[src/hdl/sati_pkg.sv]
// Shared types, status codes and key lowering for the sorted abbreviation table.
package sati_pkg;

  localparam int KeyBytes = 10;
  localparam int KeyW     = 80;
  localparam int ValW     = 18;

  localparam logic [2:0] ST_INSERTED   = 3'd0;
  localparam logic [2:0] ST_SAME       = 3'd1;
  localparam logic [2:0] ST_OVERRIDDEN = 3'd2;
  localparam logic [2:0] ST_CONFLICT   = 3'd3;
  localparam logic [2:0] ST_NOT_STEP   = 3'd4;
  localparam logic [2:0] ST_RANGE      = 3'd5;
  localparam logic [2:0] ST_FULL       = 3'd6;
  localparam logic [2:0] ST_READ       = 3'd7;

  // per-cell control, broadcast from the top level
  typedef struct packed {
    logic              cmp;
    logic              ins;
    logic              ovr;
    logic              is_read;
    logic [KeyW-1:0]   key;
    logic [ValW-1:0]   val;
    logic [7:0]        ridx;
  } sati_ctrl_t;

  // neighbor link: cell i hands its state to cell i+1
  typedef struct packed {
    logic              lt;
    logic [KeyW-1:0]   key;
    logic [ValW-1:0]   val;
  } sati_link_t;

  // per-cell flags toward the top level
  typedef struct packed {
    logic              bnd;
    logic              eq;
    logic              same;
    logic [KeyW-1:0]   tap_key;
    logic [ValW-1:0]   tap_val;
  } sati_flag_t;

  // clear bytes past the key length or after the first zero, then lower A..Z
  function automatic logic [KeyW-1:0] sati_lower(logic [KeyW-1:0] k);
    logic [KeyW-1:0] r;
    logic            ended;
    logic [7:0]      b;
    r     = k;
    ended = 1'b0;
    for (int i = 0; i < 10; i++) begin
      b = k[KeyW-1-8*i -: 8];
      if (i >= KeyBytes || ended) begin
        b = 8'h00;
      end
      if (b == 8'h00) begin
        ended = 1'b1;
      end
      if (b >= 8'h41 && b <= 8'h5a) begin
        b = b + 8'h20;
      end
      r[KeyW-1-8*i -: 8] = b;
    end
    return r;
  endfunction

endpackage

[src/hdl/sati_cell.sv]
// One table slot: holds a key and value, compares, and shifts from its left neighbor.
module sati_cell #(
  parameter int INDEX = 0,
  parameter int CW    = 9
) (
  input  logic                 clk_i,
  input  sati_pkg::sati_ctrl_t ctrl_i,
  input  logic [CW-1:0]        count_i,
  input  sati_pkg::sati_link_t prev_i,
  output sati_pkg::sati_link_t link_o,
  output sati_pkg::sati_flag_t flag_o
);
  import sati_pkg::*;

  localparam int RW = (CW > 8) ? CW : 8;

  logic [KeyW-1:0] key_q;
  logic [ValW-1:0] val_q;
  logic            lt_q, eq_q, same_q;
  logic [KeyW-1:0] tap_key_q;
  logic [ValW-1:0] tap_val_q;
  logic            valid, lt_d, eq_d, rd_d, bnd;

  assign valid = CW'(INDEX) < count_i;
  assign lt_d  = valid && (ctrl_i.key > key_q);
  assign eq_d  = valid && !ctrl_i.is_read && (ctrl_i.key == key_q);
  assign rd_d  = valid && ctrl_i.is_read && (RW'(INDEX) == RW'(ctrl_i.ridx));
  assign bnd   = prev_i.lt && !lt_q;

  always_ff @(posedge clk_i) begin
    if (ctrl_i.cmp) begin
      lt_q      <= lt_d;
      eq_q      <= eq_d;
      same_q    <= eq_d && (val_q == ctrl_i.val);
      tap_key_q <= (eq_d || rd_d) ? key_q : '0;
      tap_val_q <= (eq_d || rd_d) ? val_q : '0;
    end
    if (ctrl_i.ins) begin
      if (!prev_i.lt) begin
        key_q <= prev_i.key;
        val_q <= prev_i.val;
      end else if (bnd) begin
        key_q <= ctrl_i.key;
        val_q <= ctrl_i.val;
      end
    end else if (ctrl_i.ovr && eq_q) begin
      val_q <= ctrl_i.val;
    end
  end

  assign link_o.lt      = lt_q;
  assign link_o.key     = key_q;
  assign link_o.val     = val_q;
  assign flag_o.bnd     = bnd;
  assign flag_o.eq      = eq_q;
  assign flag_o.same    = same_q;
  assign flag_o.tap_key = tap_key_q;
  assign flag_o.tap_val = tap_val_q;

endmodule
[config.mk]
export PLATFORM = sky130hd
export DESIGN_NAME = sati_cell
export DESIGN_NICKNAME = d
export VERILOG_FILES = /design/src/hdl/sati_pkg.sv /design/src/hdl/sati_cell.sv
export SDC_FILE = /design/constraint.sdc
export NUM_CORES = 1
export LEC_CHECK = 0
export BUFFER_PORTS_ARGS = -buffer_cell sky130_fd_sc_hd__buf_4
export CORE_MARGIN = 2
export CORE_UTILIZATION = 35
export CTS_BUF_LIST = sky130_fd_sc_hd__clkbuf_4 sky130_fd_sc_hd__clkbuf_8 sky130_fd_sc_hd__clkbuf_16
export DETAILED_ROUTE_END_ITERATION = 16
export GPL_TIMING_DRIVEN = 1
export PLACE_DENSITY_LB_ADDON = 0.05
export SETUP_SLACK_MARGIN = 0.2
export SYNTH_ARGS = -nofsm -noshare
export SYNTH_HDL_FRONTEND = slang
export SYNTH_SLANG_ARGS = --single-unit
[constraint.sdc]
create_clock -name clk_i -period 21.8 [get_ports clk_i]
set_clock_uncertainty 0.05 [all_clocks]
set_input_delay 0 -clock clk_i [delete_from_list [all_inputs] [get_ports clk_i]]
set_output_delay 0 -clock clk_i [all_outputs]
set_load 0.005 [all_outputs]
==> results.ini, run 1 <==
[sta]
min_period_ns=3.552
fmax_mhz=281.5
worst_pin_slew_ns=1.072
fin_setup_tns_ns=0
rsz0062_at_grt=no
drv_slew=0
fin_crit_sh=0.1629
relSlewSlack=0.2839
setup_viol=0
hold_violations=0

[setup_path]
slowest_delay_ns=0.60
worstPathArrival_ns=3.77
crit_family=simple AND/OR/NAND/NOR gates
critPathMaxFanout=65
end_kind=flip-flop
path_buf_inv=2
worstSetupPathType=flip-flop to flip-flop
cpMaxStageDelayCell=nor4_1
reg2reg_from=key_q[45]$_DFFE_PP_
crit_required_ns=22.02
worstSetupStartpoint=key_q[45]$_DFFE_PP_
cp_cell_sequence=inv_1 > ha_1 > nand4_1 > nor4_1 > nand3_1 > nor4_4 > a21oi_4 > buf_4 > nor2_2
cp-start-kind=flip-flop

[synth]
synth_area_per_cell_sq_um=13.45
netlist_area_sq_um=10000
yosys.cell_types.count=39
syn_nets=1043
synth_warnings=0
yosysSeqAreaShare=0.5973
synth_seq_cells=199
postSynthCellCount=744

[hold_path]
hp-start=ctrl_i[106]
min_path_type=primary input to flip-flop

[clock_network]
cts_root_buf=clkbuf_16
cts_tree=built
clock_sinks=199
post_cts_buffers=0
clk_pin_slew_ns=0.08
post_cts_resized=0
postCtsHoldBufs=196
h-tree-depth=4
cts_buffers=17
clk_latency_ns=0.44
cts_max_path_buffers=2

[global_routing]
antenna_found_initial=1
grt_usage=0.2169
grt_pass1_wl_um=49850
grt_max_degree=66
grt_overflow=0
grt_pass1_vias=8663

[placement]
gp_congestion=0.8125
numPortBuffers=418
dp_cells=1520
dpl.hpwl_um=23930

[floorplan]
io_pins=419
die-area_sq_um=29950
die_width_um=173.1
core_sq_um=27930
row_count=61
fp.dieH_um=173.1
initial_utilization=0.3581

[pwr]
irDropWorstVdd_mv=0.04469
p_leak_nw=7.120
p_per_area_nw_per_um2=59.37

[layout]
area_delta_synth_final_pct=60.64
fillers=2458
nNetsFinal=1656
stdcell_count=1748
utilization=0.5753
final_layout_size_suffix_gt1_frac=0.4215

[job]
max-cap-violations=0

[drt]
post_drt_wl_per_cell_um=18.74
initialDrtViolationCount=490
vias_per_cell=4.683
drcViolationCount=0
wl_um=32760
num_vias=8186
dr.pass1.iters=5
antenna_left=0

[run_status]
outcome=finished, final reports clean

flip-flops by register name, summed over array words and instances (netlist names):
signal     count
key_q         80
tap_key_q     80
tap_val_q     18
val_q         18
eq_q           1
lt_q           1
same_q         1
logic make-up (layout without fill, tap and decap cells):
group           count (synthesis)  after routing  synth area share
other cells                     0              1                 0
flops                         199            199            0.5973
compound gates                 68             68           0.04327
buf+inv                       106            731           0.04352
xor+xnor                       18             18           0.01576
fa+ha+maj                      80             80            0.1001
mux                            98             98            0.1103
simple gates                  175            175           0.08979
tightest hold or removal path: cells and delay by family:
family                 cells  cell delay, ns
and+or+nand+nor            2            0.21
buffers and inverters      1            0.11
cells in the mapped netlist:
library cell / n / share of area
o311a_1: 1 / 0.0010
buf_4: 4 / 0.0030
nand3_1: 12 / 0.0060
nor2_2: 20 / 0.013
nand4_1: 24 / 0.015
nor4_1: 5 / 0.0031
nor3_1: 4 / 0.0020
nand2_1: 12 / 0.0045
mux2_2: 98 / 0.11
a31o_2: 1 / 0.00088
a21boi_0: 2 / 0.0015
xnor2_1: 16 / 0.014
nor4_2: 1 / 0.0013
a211oi_1: 2 / 0.0015
ha_1: 80 / 0.10
a41oi_1: 1 / 0.00088
nor4_4: 1 / 0.0021
o31ai_1: 4 / 0.0030
nor2_1: 68 / 0.026
xor2_1: 2 / 0.0018
o21bai_1: 1 / 0.00075
buf_6: 3 / 0.0034
and3_1: 1 / 0.00063
inv_1: 81 / 0.030
nand2b_1: 3 / 0.0019
o21ai_0: 6 / 0.0030
a221o_1: 2 / 0.0020
clkbuf_1: 18 / 0.0068
edfxtp_1: 199 / 0.60
o211ai_1: 2 / 0.0015
a31oi_1: 1 / 0.00063
nor2b_1: 22 / 0.014
a221oi_1: 2 / 0.0018
a21oi_2: 1 / 0.00088
nand3b_1: 1 / 0.00075
o21a_1: 2 / 0.0015
a21oi_1: 30 / 0.015
a21o_1: 10 / 0.0075
or4_1: 1 / 0.00075
per-stage QoR:
stage	instance area [sq um]	hold slack, ns	power, mW	setup WS (ns)
after global routing	16070	0.04158	0.9965	17.93
final	16070	0.02262	0.9542	18.25
after detailed placement	13540	0.2555	0.6171	18.18
after floorplan	10000	0.06250	0.5268	14.09
after global placement	13540	0.2547	0.6164	18.22
after CTS	16070	0.01747	0.9637	18.15
final timing paths:
kind                                                    end  slack, ns  cells after the start
worst min register to register  tap_key_q[64]$_SDFFCE_PN0P_       0.55                      2
worst min-delay path                         eq_q$_DFFE_PP_       0.02                      3
worst max register to register  tap_key_q[53]$_SDFFCE_PN0P_      18.25                      9
worst max-delay path            tap_key_q[53]$_SDFFCE_PN0P_      18.25                      9
layout by cell type, fill, tap and decap left out, types with 22 or more instances in the layout:
cell type      synthesis  final
dlygate4sd3_1          0    196
nor2_1                68     68
nand4_1               24     24
mux2_2                98     98
buf_4                  4    423
a21oi_1               30     30
inv_1                 81     81
edfxtp_1             199    199
ha_1                  80     80
nor2b_1               22     22
cell type report:
cell class | instances | area [sq um] | area share
diodes | 1 | 2.502 | 0.0001557
clock buffers | 17 | 425.4 | 0.02647
clock inverters | 14 | 141.4 | 0.008797
inverters | 81 | 304.0 | 0.01892
multi-input cells | 439 | 3612 | 0.2248
flip-flops and latches | 199 | 5976 | 0.3718
well taps | 378 | 473.0 | 0.02943
repair buffers | 619 | 5137 | 0.3197
layer usage:
layer,routed length [um],track usage,share of wire,vias to the layer above
li1,-,-,-,3936
met1,12980,0.2539,0.40,3896
met2,16460,0.3798,0.50,320
met3,2606,0.07234,0.080,34
met4,710,0.05968,0.022,0
met5,0,0,0,-
where the power goes:
group / total (mW) / switching (mW) / leakage [nW] / internal, mW
combinational: 0.186 / 0.0758 / 4.85 / 0.110
clock: 0.312 / 0.160 / 0.277 / 0.152
sequential: 0.456 / 0.0107 / 1.99 / 0.445
(Power assumes the default switching activity.)
==> run 2, diff against run 1 <==
--- a/config.mk
+++ b/config.mk
@@ -5,6 +5,7 @@
 export SDC_FILE = /design/constraint.sdc
 export NUM_CORES = 1
 export LEC_CHECK = 0
+export ABC_AREA = 1
 export BUFFER_PORTS_ARGS = -buffer_cell sky130_fd_sc_hd__buf_4
 export CORE_MARGIN = 2
 export CORE_UTILIZATION = 35
==> constraint.sdc (replaced) <==
create_clock -name clk_i -period 3 [get_ports clk_i]
set_clock_uncertainty 0.05 [all_clocks]
set_input_delay 0 -clock clk_i [delete_from_list [all_inputs] [get_ports clk_i]]
set_output_delay 0 -clock clk_i [all_outputs]
set_load 0.005 [all_outputs]
==> run 2 against run 1 <==
Sequential share of layout area down 1.2 points. Largest power group unchanged. Synthesized area up 4.6%. Cell count up 18%. Critical endpoint is now tap_key_q[0]$_SDFFCE_PN0P_.
==> results.ini, run 2 <==
[setup_path]
worstSetupStartpoint=key_q[35]$_DFFE_PP_
end_kind=flip-flop
reg2reg_from=key_q[35]$_DFFE_PP_
r2r-end=tap_key_q[0]$_SDFFCE_PN0P_
r2r_setup_slack_ns=0.48  ; -17.77 ns
crit_required_ns=3.08  ; -18.94 ns
critPathMaxFanout=75  ; +15%
worstSetupPathType=flip-flop to flip-flop
worstPathArrival_ns=2.60  ; -1.17 ns
rr_worst_depth=12  ; +3
cp-start-kind=flip-flop
endpoint=tap_key_q[0]$_SDFFCE_PN0P_

[drt]
top_layer=met4
wl_met3_um=2970  ; +14%
post_drt_wl_per_cell_um=17.12  ; -8.7%
num_vias=9471  ; +16%
antenna_left=0  ; unchanged
dr.pass1.iters=5  ; unchanged
wl_met2_um=17140  ; +4.1%
initialDrtViolationCount=482  ; -1.6%
wl_um=35270  ; +7.6%
vias_per_cell=4.598  ; -1.8%
drcViolationCount=0  ; unchanged
met1_length_um=14100  ; +8.6%

[global_routing]
grt_usage=0.2232  ; +0.006225
grt_overflow=0  ; unchanged
grt_max_degree=83  ; +26%
grt_pass1_wl_um=52860  ; +6.0%
antenna_found_initial=1  ; unchanged
grt_pass1_vias=9645  ; +11%

[layout]
utilization=0.5619  ; -0.01343
area_delta_synth_final_pct=58.70
final_cell_mix=427 x buf_4, 349 x nand2_1, 199 x edfxtp_1
layout_commonest_cell=buf_4
nNetsFinal=1955  ; +18%
final_layout_size_suffix_gt1_frac=0.3002  ; -0.1213
final_area_sq_um=16610  ; +3.3%
reg.largest.list=key_q x80, tap_key_q x80

[floorplan]
io_pins=419  ; unchanged
die-area_sq_um=31300  ; +4.5%
row_count=63  ; +3.3%
initial_utilization=0.3541  ; -0.004073
die_width_um=176.9  ; +2.2%
core_sq_um=29560  ; +5.8%
fp.dieH_um=176.9  ; +2.2%

[sta]
hold_violations=0  ; unchanged
fmax_mhz=397.0  ; +41%
worst_pin_slew_ns=1.044  ; -0.02731 ns
min_period_ns=2.519  ; -1.033 ns
setup_viol=0  ; unchanged
rsz0062_at_grt=no
drv_slew=0  ; unchanged
fin_setup_tns_ns=0  ; unchanged
relSlewSlack=0.3016  ; +0.01772
fin_crit_sh=0.8396  ; +0.6767

[hold_path]
min_path_type=primary input to flip-flop

[clock_network]
cts_tree=built
h-tree-depth=4  ; unchanged
cts_buffers=17  ; unchanged
clk_pin_slew_ns=0.08  ; about the same
cts_max_path_buffers=2  ; unchanged
clock_sinks=199  ; unchanged
cts_root_buf=clkbuf_16
clk_latency_ns=0.44  ; about the same

[pwr]
p_leak_nw=7.927  ; +11%
irDropWorstVdd_mv=0.2991  ; +570%
p_per_area_nw_per_um2=422.4  ; +610%

[synth]
synth_edf_count=199  ; unchanged
synthArstFlopShare=0  ; unchanged
postSynthCellCount=1052  ; +41%
netlist.area_leader.share=0.5710  ; -0.02635
synth_area_per_cell_sq_um=9.949  ; -26%
syn_nets=1351  ; +30%
netlist_area_sq_um=10470  ; +4.6%
synth_seq_cells=199  ; unchanged
synth_most_common_cell=nand2_1
yosysSeqAreaShare=0.5710  ; -0.02635
synth_warnings=0  ; unchanged
yosys-top-cells-area=edfxtp_1 57%, nand2_1 13%, ha_1 9.6%
yosys.cell_types.count=28  ; -28%
synth_flop_cell=edfxtp_1
yosysTopAreaCell=edfxtp_1
synth.cells.most_frequent=349 x nand2_1, 199 x edfxtp_1, 123 x inv_1

[job]
max-cap-violations=0  ; unchanged

[placement]
numPortBuffers=418  ; unchanged
gp_congestion=0.8073  ; -0.64%
place_area_sq_um=14060  ; +3.8%
dpl.hpwl_um=25470  ; +6.5%

[run_status]
outcome=finished, final reports clean

run 2: changes by cell type in the layout (fill, tap and decap cells not counted), moves of 6 or more:
| cell | before | now |
|---|---|---|
| nor2_2 | 20 | 1 |
| nand4_1 | 24 | 13 |
| inv_1 | 81 | 121 |
| a21oi_2 | 0 | 20 |
| a21oi_1 | 30 | 103 |
| a21boi_0 | 1 | 12 |
| nand2_1 | 12 | 349 |
| buf_12 | 0 | 6 |
| mux2_2 | 98 | 11 |
| nor2_1 | 68 | 49 |
| nor2b_1 | 22 | 0 |
| xnor2_1 | 16 | 9 |
run 2: final cells by class:
class                   count  area (sq um)
repair buffers            630          5298
multi-input cells         684          3801
diodes                      1         2.502
clock inverters            13         135.1
flip-flops and latches    199          5976
inverters                 124         469.2
well taps                 390         488.0
clock buffers              19         440.4
fillers                  2675         12950
run 2: where the power goes:
part / leakage [nW] / internal [mW] / switching [mW] / total, mW
sequential: 2.00 / 3.24 / 0.0802 / 3.32
combinational: 5.64 / 0.770 / 0.627 / 1.40
clock: 0.287 / 1.13 / 1.17 / 2.30
run 2: timing repair:
| item | 4_1_cts | 5_1_grt |
|---|---|---|
| hold buffers | 197 | 0 |
| resized for setup | 0 | 0 |
| hold endpoints to repair | 98 | 0 |
| setup buffers | 0 | 0 |
run 2: layer usage:
layer	global-route usage	vias up
met5	0	-
met4	0.08023	0
met3	0.06637	47
met2	0.3857	342
met1	0.2626	4366
li1	-	4716
run 2: cells by family (layout without fill, tap and decap cells):
logic type	Yosys count	count (layout)	synth area share
compound gates	149	149	0.08344
xor+xnor	11	11	0.009206
other cells	0	1	0
buf+inv	169	786	0.06587
flops	199	199	0.5710
fa+ha+maj	80	80	0.09564
mux	11	11	0.01184
simple gates	433	433	0.1631
run 2: worst min-delay path by stage:
stage | cells after the start | endpoint | from | slack [ns]
2_1_floorplan | 0 | eq_q$_DFFE_PP_ | ctrl_i[109] | 0.06
3_3_place_gp | 3 | key_q[61]$_DFFE_PP_ | prev_i[79] | 0.22
3_5_place_dp | 3 | key_q[21]$_DFFE_PP_ | prev_i[39] | 0.22
4_1_cts | 4 | eq_q$_DFFE_PP_ | ctrl_i[106] | 0.01
5_1_grt | 4 | eq_q$_DFFE_PP_ | ctrl_i[106] | 0.04
6_report | 4 | eq_q$_DFFE_PP_ | ctrl_i[106] | 0.01
run 2: through the flow:
| stage | hold WS, ns | total power, mW | std cells | setup WS [ns] |
|---|---|---|---|---|
| floorplan | 0.06250 | 3.839 | 1052 | 0.4425 |
| global placement | 0.2152 | 4.524 | 1830 | 0.5484 |
| detailed placement | 0.2153 | 4.535 | 1830 | 0.4740 |
| CTS | 0.01281 | 7.091 | 2059 | 0.4434 |
| global route | 0.03633 | 7.343 | 2060 | 0.2595 |
| finish | 0.01214 | 7.016 | 2060 | 0.4812 |
run 2: worst max-delay path: stages (launching register included):
cell and delay, ns:
edfxtp_1 0.39, inv_1 0.10, ha_1 0.24, nand2_1 0.09, nor2_1 0.08, and2_1 0.16
nand2_1 0.11, inv_2 0.07, nand3b_1 0.11, nor2_1 0.05, nand3b_1 0.16, buf_12 0.38
a21boi_0 0.19
==> run 3, diff against run 2 <==
==> constraint.sdc (replaced) <==
create_clock -name clk_i -period 2.4 [get_ports clk_i]
set_clock_uncertainty 0.05 [all_clocks]
set_input_delay 0 -clock clk_i [delete_from_list [all_inputs] [get_ports clk_i]]
set_output_delay 0 -clock clk_i [all_outputs]
set_load 0.005 [all_outputs]
==> run 3 against run 2 <==
Routed wire length up 7.0%. Clock power up 21%. Die area unchanged. Maximum frequency up 9.1%. Register-to-register slack worse by 0.39 ns. Sequential power up 25%.
==> results.ini, run 3 (same netlist as run 2, synthesis figures left out) <==
[clock_network]
clock_sinks=199  ; unchanged
clk_latency_ns=0.44  ; about the same
cts_max_path_buffers=2  ; unchanged
cts_buffers=17  ; unchanged
cts_root_buf=clkbuf_16
clk_pin_slew_ns=0.08  ; about the same
h-tree-depth=4  ; unchanged
cts_tree=built

[setup_path]
cp-start-kind=flip-flop
crit_required_ns=2.64  ; -0.44 ns
cpMaxStageDelayCell=edfxtp_1
endpoint=tap_val_q[3]$_SDFFCE_PN0P_
r2r-end=tap_val_q[3]$_SDFFCE_PN0P_
worstSetupStartpoint=key_q[61]$_DFFE_PP_
critPathMaxFanout=6  ; -92%
end_kind=flip-flop
crit_family=simple AND/OR/NAND/NOR gates
worstSetupPathType=flip-flop to flip-flop
rr_worst_depth=13  ; +1
path_buf_inv=5  ; +2
r2r_setup_slack_ns=0.09  ; -0.39 ns
cp_cell_sequence=inv_2 > ha_4 > nand2_1 > nor2_2 > inv_2 > nor3_4 > nand3b_1 > nor2_1 > nand3b_1 > buf_6 > buf_12 > clkbuf_16 > a21oi_4
worstPathArrival_ns=2.55  ; -0.05 ns
reg2reg_from=key_q[61]$_DFFE_PP_
cp.depth=13  ; +1
slowest_delay_ns=0.38  ; about the same

[layout]
final_cell_mix=444 x buf_4, 343 x nand2_1, 199 x edfxtp_1
fillers=2589  ; -3.2%
stdcell_count=2097  ; +1.8%
reg.largest.list=key_q x80, tap_key_q x80
final_layout_size_suffix_gt1_frac=0.3713  ; +0.07108
nNetsFinal=1993  ; +1.9%
layout_commonest_cell=buf_4
final_area_sq_um=17660  ; +6.3%
ff_latch_area_sq_um=5976  ; unchanged
area_delta_synth_final_pct=68.70
multi_input_area_sq_um=4253  ; +12%

[pwr]
p_per_area_nw_per_um2=498.2  ; +18%
finalPower_mw=8.796  ; +25%
irDropWorstVdd_mv=0.3799  ; +27%
p_leak_nw=8.256  ; +4.1%

[global_routing]
grt_usage=0.2297  ; +0.006532
grt_pass1_vias=9793  ; +1.5%
grt_max_degree=99  ; +19%
grt_pass1_wl_um=54000  ; +2.2%
antenna_found_initial=2  ; +1
grt_overflow=0  ; unchanged

[placement]
place_area_sq_um=14080  ; +0.17%
gp_congestion=0.8083  ; +0.12%
dpl.hpwl_um=24580  ; -3.5%
numPortBuffers=418  ; unchanged
dp_cells=1833  ; +0.16%

[drt]
post_drt_wl_per_cell_um=17.99  ; +5.1%
dr.pass1.iters=7  ; +2
vias_per_cell=4.658  ; +1.3%
initialDrtViolationCount=518  ; +7.5%
wl_um=37730  ; +7.0%
drcViolationCount=0  ; unchanged
num_vias=9768  ; +3.1%
antenna_left=0  ; unchanged

[sta]
relSlewSlack=0.3215  ; +0.01981
fmax_mhz=433.2  ; +9.1%
fin_crit_sh=0.9618  ; +0.1222
min_period_ns=2.308  ; -0.2105 ns
hold_slack_ns=0.09575  ; +0.08360 ns
hold_violations=0  ; unchanged
rsz0062_at_grt=yes
worst_pin_slew_ns=1.018  ; -0.02661 ns
drv_slew=0  ; unchanged
setup_viol=0  ; unchanged

[hold_path]
min_path_type=primary input to flip-flop

[job]
max-cap-violations=0  ; unchanged

[floorplan]
core_sq_um=29560  ; unchanged
row_count=63  ; unchanged
io_pins=419  ; unchanged
fp.dieH_um=176.9  ; unchanged
die-area_sq_um=31300  ; unchanged
die_width_um=176.9  ; unchanged
initial_utilization=0.3541  ; unchanged

[run_status]
outcome=finished, final reports clean

## run 3: changes by cell type in the layout (fill, tap and decap cells not counted), moves of 15 or more
cell,previous run,this run
nor2_1,49,34
inv_2,1,17
a21oi_2,20,56
inv_1,121,105
a21oi_1,103,65
buf_4,427,444
## run 3: area by class of cell
class / count / share of cell area
clock buffer: 17 / 0.02409
inverter: 124 / 0.02664
antenna: 2 / 0.0002834
tap: 390 / 0.02764
timing repair buffer: 668 / 0.3352
multi-input combinational: 684 / 0.2409
sequential: 199 / 0.3384
clock inverter: 13 / 0.006874
## run 3: routing by layer
metal,vias to the layer above,wire length (um),track usage,part of all wire
li1,4798,-,-,-
met1,4597,14770,0.2623,0.39
met2,318,19060,0.4054,0.51
met3,55,2663,0.06336,0.071
met4,0,1236,0.09263,0.033
met5,-,0,0,0
## run 3: worst min path at each step
stage | start | endpoint | slack (ns) | cells after the start
after floorplan | ctrl_i[109] | eq_q$_DFFE_PP_ | 0.06 | 0
after global placement | prev_i[30] | key_q[12]$_DFFE_PP_ | 0.21 | 3
after detailed placement | prev_i[46] | key_q[28]$_DFFE_PP_ | 0.22 | 3
after CTS | count_i[4] | lt_q$_DFFE_PP_ | 0.09 | 5
after global routing | count_i[3] | lt_q$_DFFE_PP_ | 0.12 | 5
final | count_i[4] | lt_q$_DFFE_PP_ | 0.1 | 5
## run 3: what timing repair did
action                                  4_1_cts  5_1_grt
gates resized for setup                      50       88
buffers inserted                              7       11
endpoints found under the hold margin       120        0
gates cloned                                  7        9
pin swaps                                     5       25
endpoints found under the setup margin      100      101
hold buffers                                198        0
## run 3: through the flow
stage | setup slack (ns) | util | setup TNS [ns]
finish | 0.09170 | 0.5973 | 0
global route | -0.01947 | 0.5973 | -0.3173
CTS | 0.1401 | 0.5743 | 0
detailed placement | 0.001468 | 0.4764 | 0
global placement | 0.02602 | 0.4764 | 0
floorplan | 0.2892 | - | 0
## run 3: worst register-to-register path: stages, from the launching register on
cell       delay (ns)
edfxtp_1         0.38
inv_2            0.07
ha_4             0.26
nand2_1          0.06
nor2_2           0.14
inv_2            0.07
nor3_4           0.19
nand3b_1         0.12
nor2_1           0.12
nand3b_1         0.09
buf_6            0.15
buf_12           0.15
clkbuf_16        0.18
a21oi_4          0.13
## run 3: where the power goes
group | internal (mW) | total [mW] | switching, mW
Clock | 1.36 | 2.79 | 1.43
Combinational | 1.03 | 1.86 | 0.837
Sequential | 4.05 | 4.15 | 0.0992
